$ cat config.mk
export PLATFORM = sky130hd
export DESIGN_NAME = dpfm_modulo
export DESIGN_NICKNAME = d
export VERILOG_FILES = /design/src/rtl/core/dpfm_modulo.sv
export SDC_FILE = /design/constraint.sdc
export NUM_CORES = 1
export LEC_CHECK = 0
export BUFFER_PORTS_ARGS = -buffer_cell sky130_fd_sc_hd__buf_2
export CORE_MARGIN = 1
export CORE_UTILIZATION = 30
export DETAILED_ROUTE_END_ITERATION = 16
export GPL_ROUTABILITY_DRIVEN = 1
export GPL_TIMING_DRIVEN = 0
export SLEW_MARGIN = 20
export SYNTH_ARGS = -nofsm -noshare
export SYNTH_HDL_FRONTEND = slang
export SYNTH_SLANG_ARGS = --single-unit
$ cat constraint.sdc
create_clock -name clk -period 1.95 [get_ports clk]
set_input_delay 0.39 -clock clk [delete_from_list [all_inputs] [get_ports clk]]
set_output_delay 0.39 -clock clk [all_outputs]
set_load 0.02 [all_outputs]
$ cat src/rtl/core/dpfm_modulo.sv
// restoring bit-serial remainder of a 31-bit word by the active frame count
module dpfm_modulo #(
  parameter int unsigned CW = 7
) (
  input  logic          clk,
  input  logic          rst,
  input  logic          start,
  input  logic [30:0]   dividend,
  input  logic [CW-1:0] divisor,
  output logic          done,
  output logic [CW-1:0] remainder
);

  logic [30:0]   shreg;
  logic [CW-1:0] rem;
  logic [4:0]    cnt;
  logic          busy;
  logic [CW:0]   trial;

  always_comb begin
    trial = {rem, shreg[30]};
  end

  always_ff @(posedge clk) begin
    if (rst) begin
      busy <= 1'b0;
      done <= 1'b0;
    end else begin
      done <= 1'b0;
      if (start) begin
        busy <= 1'b1;
        cnt  <= 5'd0;
      end else if (busy) begin
        cnt <= cnt + 5'd1;
        if (cnt == 5'd30) begin
          busy <= 1'b0;
          done <= 1'b1;
        end
      end
    end
  end

  always_ff @(posedge clk) begin
    if (start) begin
      shreg <= dividend;
      rem   <= '0;
    end else if (busy) begin
      shreg <= {shreg[29:0], 1'b0};
      if (trial >= {1'b0, divisor}) rem <= CW'(trial - {1'b0, divisor});
      else                          rem <= CW'(trial);
    end
  end

  assign remainder = rem;

endmodule

==> impl_metrics.tcl, run 1 <==
set metrics [dict create \
    n_fill_cell 735 \
    most-common-layout-cells "48 x buf_2, 36 x edfxtp_1, 30 x mux2_2" \
    cts_root_buf "clkbuf_8" \
    firstDrtPassIters 4 \
    wl_met3_um 201 \
    synth_area_leaders "edfxtp_1 48%, mux2_2 15%, dfxtp_1 8.0%, ha_1 5.0%, nor2_1 2.7%" \
    clockBufferDepth 2 \
    holdBufCountCts 0 \
    tightest_slew_ps 650 \
    min_period_ps 2190 \
    maxSlewHeadroom 0.566 \
    holdPathStages 2 \
    vias 1513 \
    drtIter0Drc 55 \
    diodes 0 \
    clock-sinks 45 \
    grt_max_degree 32 \
    avgSynthCellArea_um2 13.1 \
    intPower_mw 1.88 \
    cp_data_required_time_ps 2110 \
    place_area_um2 2610 \
    max_freq_ghz 0.456 \
    whs_ps 280 \
    synth_seq_cells 45 \
    critPathTopFamily "compound AO/OA/AOI/OAI gates" \
    routed_wirelength_um 4170 \
    gr-total-overflow 0 \
    hold_end "done$_SDFF_PP0_" \
    ant_nets 0 \
    hold_start "rst" \
    rr_startpoint "shreg[30]$_DFFE_PN_" \
    top_layer "met4" \
    run_status "finished, violations left" \
    dpl.hpwl_um 2930 \
    synth_fp_nets 222 \
    initial_utilization 0.309 \
    worstPathMaxFanout 8 \
    grt_pass1_wl_um 6690 \
    track_usage 0.114 \
    htreeDepth 2 \
    met1_length_um 2000 \
    p_clk_frac 0.341 \
    p_switching_mw 0.592 \
    final_cell_area_um2 2800 \
    die_h_um 88.4 \
    seqPwrFrac 0.481 \
    dp_cells 318 \
    cts.clk_slew.worst_paths_ps 90 \
    area_delta_synth_final_pct 25.2 \
    wl_met2_um 1920 \
    ioPinCount 49 \
    io_buffers 48 \
    die-area_um2 7820 \
    r2r_slack_ps -240 \
    critical-path-slowest-cell "edfxtp_1" \
    antenna_found_initial 0 \
    slew_violations 0 \
    violations "negative setup slack" \
    final-setup-viol-count 7 \
    finClkSkew_ps 5.95 \
    synth_area_um2 2240 \
    multi_input_area_um2 936 \
    cts_tree "done" \
    startpoint_type "flop" \
    period_share 1.12 \
    power_density_nw_per_um2 883 \
    drive_above_1_share 0.446 \
    avgViaCountPerCell 4.58 \
    path_buf_inv 3 \
    rsz0062_at_grt "yes" \
    worstPathCellList "inv_1, ha_2, inv_2, fa_2, a211oi_2, o21ai_2, a41oi_2, buf_6, mux2i_1, a211oi_1" \
    utilization 0.387 \
    mostFrequentLayoutCell "buf_2" \
    fin_cells 330 \
    die_w_um 88.4 \
    fin_ws_ps -241 \
    leakage_nw 1.13 \
    wl_per_cell_um 12.6 \
    syn_inst 171 \
    hold_path.class "in2reg" \
    cp.arrival_ps 2350 \
    grt_pass1_vias 1436 \
    ir_worst_vdd_uv 447 \
    drc 0 \
    seq_area_frac_synth 0.563 \
    cts_made_buffers 5 \
    max-cap-violations 0 \
    synth_top_area_frac 0.483 \
    pwr-share-comb 0.178 \
    seq_area_um2 1260 \
    core_um2 7250 \
    r2r_cells 10 \
    ys_types 35 \
    hold_violations 0 \
    clock_latency_ps 300 \
    r2r_end "remainder[1]$_SDFFE_PP0P_" \
    critPathKind "reg2reg" \
    fin_nets 281 \
    gp_congestion 0.723 \
    crit_path_max_incr_delay_ps 400 \
    ys_warn_count 0 \
    swShare 0.239 \
    rows 31 \
    synth_top_area_cell "edfxtp_1" \
    cp-end-kind "flop" \
]
## synth_stat cells
master    count
edfxtp_1     36
mux2_2       30
nor2_1       16
inv_1        11
dfxtp_1       9
ha_1          9
clkbuf_1      6
nand2_1       6
xor2_1        5
a211oi_1      4
mux2i_1       4
a21oi_1       3
nand3_1       3
nand2b_1      2
nand4_1       2
nand4b_1      2
nor3_1        2
o21ai_0       2
o311ai_0      2
xnor2_1       2
a211oi_2      1
a22oi_1       1
a311oi_1      1
a31o_2        1
a31oi_1       1
a41oi_2       1
and2_1        1
buf_6         1
fa_1          1
nor2b_1       1
nor4b_1       1
o21a_1        1
o21ai_1       1
o21bai_1      1
o31ai_1       1
## worst max-delay path by stage
| stage | startpoint | end | slack (ps) | depth (start not counted) |
|---|---|---|---|---|
| global placement | start | shreg[19]$_DFFE_PN_ | -560 | 4 |
| global route | shreg[30]$_DFFE_PN_ | remainder[4]$_SDFFE_PP0P_ | -350 | 10 |
| CTS | shreg[30]$_DFFE_PN_ | remainder[1]$_SDFFE_PP0P_ | -230 | 10 |
| finish | shreg[30]$_DFFE_PN_ | remainder[1]$_SDFFE_PP0P_ | -240 | 10 |
| floorplan | shreg[30]$_DFFE_PN_ | remainder[1]$_SDFFE_PP0P_ | -60 | 10 |
| detailed placement | divisor[0] | remainder[1]$_SDFFE_PP0P_ | -310 | 10 |
## power by group through the flow
stage                     clock (mW)  sequential [mW]  combinational (mW)
after detailed placement           0             1.21               0.402
final                          0.845             1.19               0.440
after CTS                      0.864             1.19               0.415
after global placement             0             1.21               0.393
after global routing           0.900             1.20               0.487
after floorplan                    0             1.21               0.275
## flip-flops by register name, summed over array words and instances, names as in the netlist
signal     count
shreg         31
done           1
busy           1
cnt            5
remainder      7
## repair_timing
item	4_1_cts	5_1_grt
gates resized for setup	0	9
buffers inserted	2	3
endpoints found under the setup margin	7	7
pin swaps	1	5
## worst register-to-register path: cells and delay by family (launching register included)
family          cells  cell delay (ps)
fa+ha+maj           2              530
compound gates      4              660
flops               1              400
buf+inv             3              290
mux                 1              180
## final cells by class
class                           instances  share of cell area
Sequential cell                        45               0.450
Multi-Input combinational cell        108               0.334
Timing Repair Buffer                   52              0.0964
Tap cell                               99              0.0442
Clock buffer                            5              0.0245
Clock inverter                          3              0.0245
Inverter                               11              0.0147
Buffer                                  7              0.0120
## layer usage
layer	vias up	global-route usage
met5	-	0
met4	0	0.0425
met1	722	0.152
met3	7	0.0364
met2	35	0.176
li1	749	-
## cells by family after synthesis
| logic type | count (synthesis) | share of synthesized area |
|---|---|---|
| buffers and inverters | 18 | 0.0335 |
| flip-flops | 45 | 0.563 |
| multiplexers | 34 | 0.169 |
| AND/OR/NAND/NOR | 36 | 0.0765 |
| XOR/XNOR | 7 | 0.0274 |
| adder cells (fa/ha/maj) | 10 | 0.0592 |
| AO/OA/AOI/OAI | 21 | 0.0715 |
## metrics by stage
step | setup slack (ps) | total power, mW | setup TNS [ps]
2_1_floorplan | -55.7 | 1.49 | -205
3_3_place_gp | -561 | 1.60 | -21470
3_5_place_dp | -313 | 1.61 | -7670
4_1_cts | -232 | 2.47 | -1250
5_1_grt | -349 | 2.59 | -2040
6_report | -241 | 2.48 | -1440
Power figures use the tool's default switching activity.
==> run 2, diff against run 1 <==
--- a/config.mk
+++ b/config.mk
@@ -11,6 +11,7 @@
 export DETAILED_ROUTE_END_ITERATION = 16
 export GPL_ROUTABILITY_DRIVEN = 1
 export GPL_TIMING_DRIVEN = 0
+export RECOVER_POWER = 25
 export SLEW_MARGIN = 20
 export SYNTH_ARGS = -nofsm -noshare
 export SYNTH_HDL_FRONTEND = slang
==> run 2 against run 1 <==
Compared with the run above:
- the run still ends with negative setup slack left
- critical path depth unchanged
- via count decreased by 0.59%
- clock-buffer cell count unchanged
- sequential share of layout area increased by 0.16 points
- routed wire length decreased by 0.62%
- first-iteration DRC count increased by 9.1%
- flip-flop and latch count unchanged
- clock power about the same
- maximum frequency about the same
- non-clock buffer count unchanged
- largest cell class unchanged
- highest routed layer unchanged
==> impl_metrics.tcl, run 2 (synthesized netlist as in run 1, its figures left out) <==
set metrics [dict create \
    fin_ws_ps -243 \
    antenna_found_initial 0 \
    grt_max_degree 32 \
    cp-end-kind "flop" \
    power_mw 2.47 \
    tightest_slew_ps 648 \
    ioPinCount 49 \
    track_usage 0.114 \
    avgViaCountPerCell 4.56 \
    grt_pass1_wl_um 6690 \
    startpoint_type "flop" \
    die_h_um 88.4 \
    period_share 1.12 \
    critPathKind "reg2reg" \
    largest_reg_flops 31 \
    dpl.hpwl_um 2930 \
    hold_path.class "in2reg" \
    io_buffers 48 \
    rows 31 \
    regMostFlops "shreg" \
    gr-total-overflow 0 \
    cts_tree "done" \
    min_period_ps 2190 \
    maxSlewHeadroom 0.567 \
    cp.arrival_ps 2350 \
    wl_per_cell_um 12.6 \
    max_freq_ghz 0.456 \
    leakage_nw 1.10 \
    ir_worst_vdd_uv 447 \
    hold_violations 0 \
    cts.clk_slew.worst_paths_ps 90 \
    max-cap-violations 0 \
    power_density_nw_per_um2 884 \
    core_um2 7250 \
    drc 0 \
    firstDrtPassIters 4 \
    worstPathMaxFanout 8 \
    drive_above_1_share 0.407 \
    cts_root_buf "clkbuf_8" \
    most-common-layout-cells "40 x buf_2, 36 x edfxtp_1, 29 x mux2_2" \
    utilization 0.385 \
    gp_congestion 0.723 \
    cp_data_required_time_ps 2110 \
    drtIter0Drc 60 \
    diodes 0 \
    clock_latency_ps 300 \
    fin_nets 281 \
    clock-sinks 45 \
    routed_wirelength_um 4140 \
    ant_nets 0 \
    vias 1504 \
    mostFrequentLayoutCell "buf_2" \
    cts_made_buffers 5 \
    initial_utilization 0.309 \
    holdBufCountCts 0 \
    violations "negative setup slack" \
    clockBufferDepth 2 \
    rsz0062_at_grt "yes" \
    area_delta_synth_final_pct 24.7 \
    die_w_um 88.4 \
    run_status "finished, violations left" \
    die-area_um2 7820 \
    htreeDepth 2 \
    slew_violations 0 \
    final-setup-viol-count 7 \
    finClkSkew_ps 7.36 \
    grt_pass1_vias 1436 \
]
run 2: cell count changes in the layout (fill, tap and decap cells not counted):
| cell | change |
|---|---|
| buf_2 | -8 |
| mux2_1 | +1 |
| mux2_2 | -1 |
| clkbuf_1 | +8 |
run 2: layer usage:
layer	wire length [um]	part of all wire	up-vias	GRT usage
li1	-	-	750	-
met1	1970	0.47	713	0.152
met2	1930	0.47	34	0.176
met3	196	0.047	7	0.0364
met4	48	0.012	0	0.0425
met5	0	0	-	0
run 2: timing repair:
action,in CTS,in global routing
buffers inserted,2,3
pin swaps,1,5
hold endpoints to repair,0,0
resized for setup,0,9
setup endpoints to repair,7,7
cloned,0,0
run 2: cell type report:
type / count / area (um2)
Timing Repair Buffer: 52 / 260
Sequential cell: 45 / 1260
Clock inverter: 3 / 68.8
Clock buffer: 5 / 68.8
Inverter: 11 / 41.3
Buffer: 7 / 33.8
Tap cell: 99 / 124
Fill cell: 740 / 4460
Multi-Input combinational cell: 108 / 936
run 2: report_power, final:
part           leakage, nW  internal [mW]  switching (mW)
Clock               0.0687          0.516           0.327
Sequential           0.435           1.15          0.0433
Combinational        0.595          0.216           0.220
Total                 1.10           1.88           0.591
run 2: critical path, stage by stage, from the launching register on:
cell	delay, ps
edfxtp_1	400
inv_1	70
ha_2	170
inv_2	40
fa_2	360
a211oi_2	280
o21ai_2	100
a41oi_2	190
buf_6	170
mux2i_1	180
a211oi_1	90
run 2: through the flow:
step	setup TNS (ps)	area (um2)	instances	setup slack, ps	hold WS [ps]
floorplan	-205	2240	171	-55.7	469
global placement	-21470	2610	318	-561	512
detailed placement	-7670	2610	318	-313	522
CTS	-1250	2760	328	-232	264
global route	-2320	2790	330	-349	256
finish	-1460	2790	330	-243	280
run 2: path summary, 6_finish.rpt:
| path | startpoint | to | slack (ps) | cells past startpoint |
|---|---|---|---|---|
| worst max-delay path | shreg[30]$_DFFE_PN_ | remainder[1]$_SDFFE_PP0P_ | -240 | 10 |
| worst min-delay path | rst | done$_SDFF_PP0_ | 280 | 2 |
| worst max register to register | shreg[30]$_DFFE_PN_ | remainder[1]$_SDFFE_PP0P_ | -240 | 10 |
| worst min register to register | remainder[3]$_SDFFE_PP0P_ | remainder[3]$_SDFFE_PP0P_ | 540 | 2 |
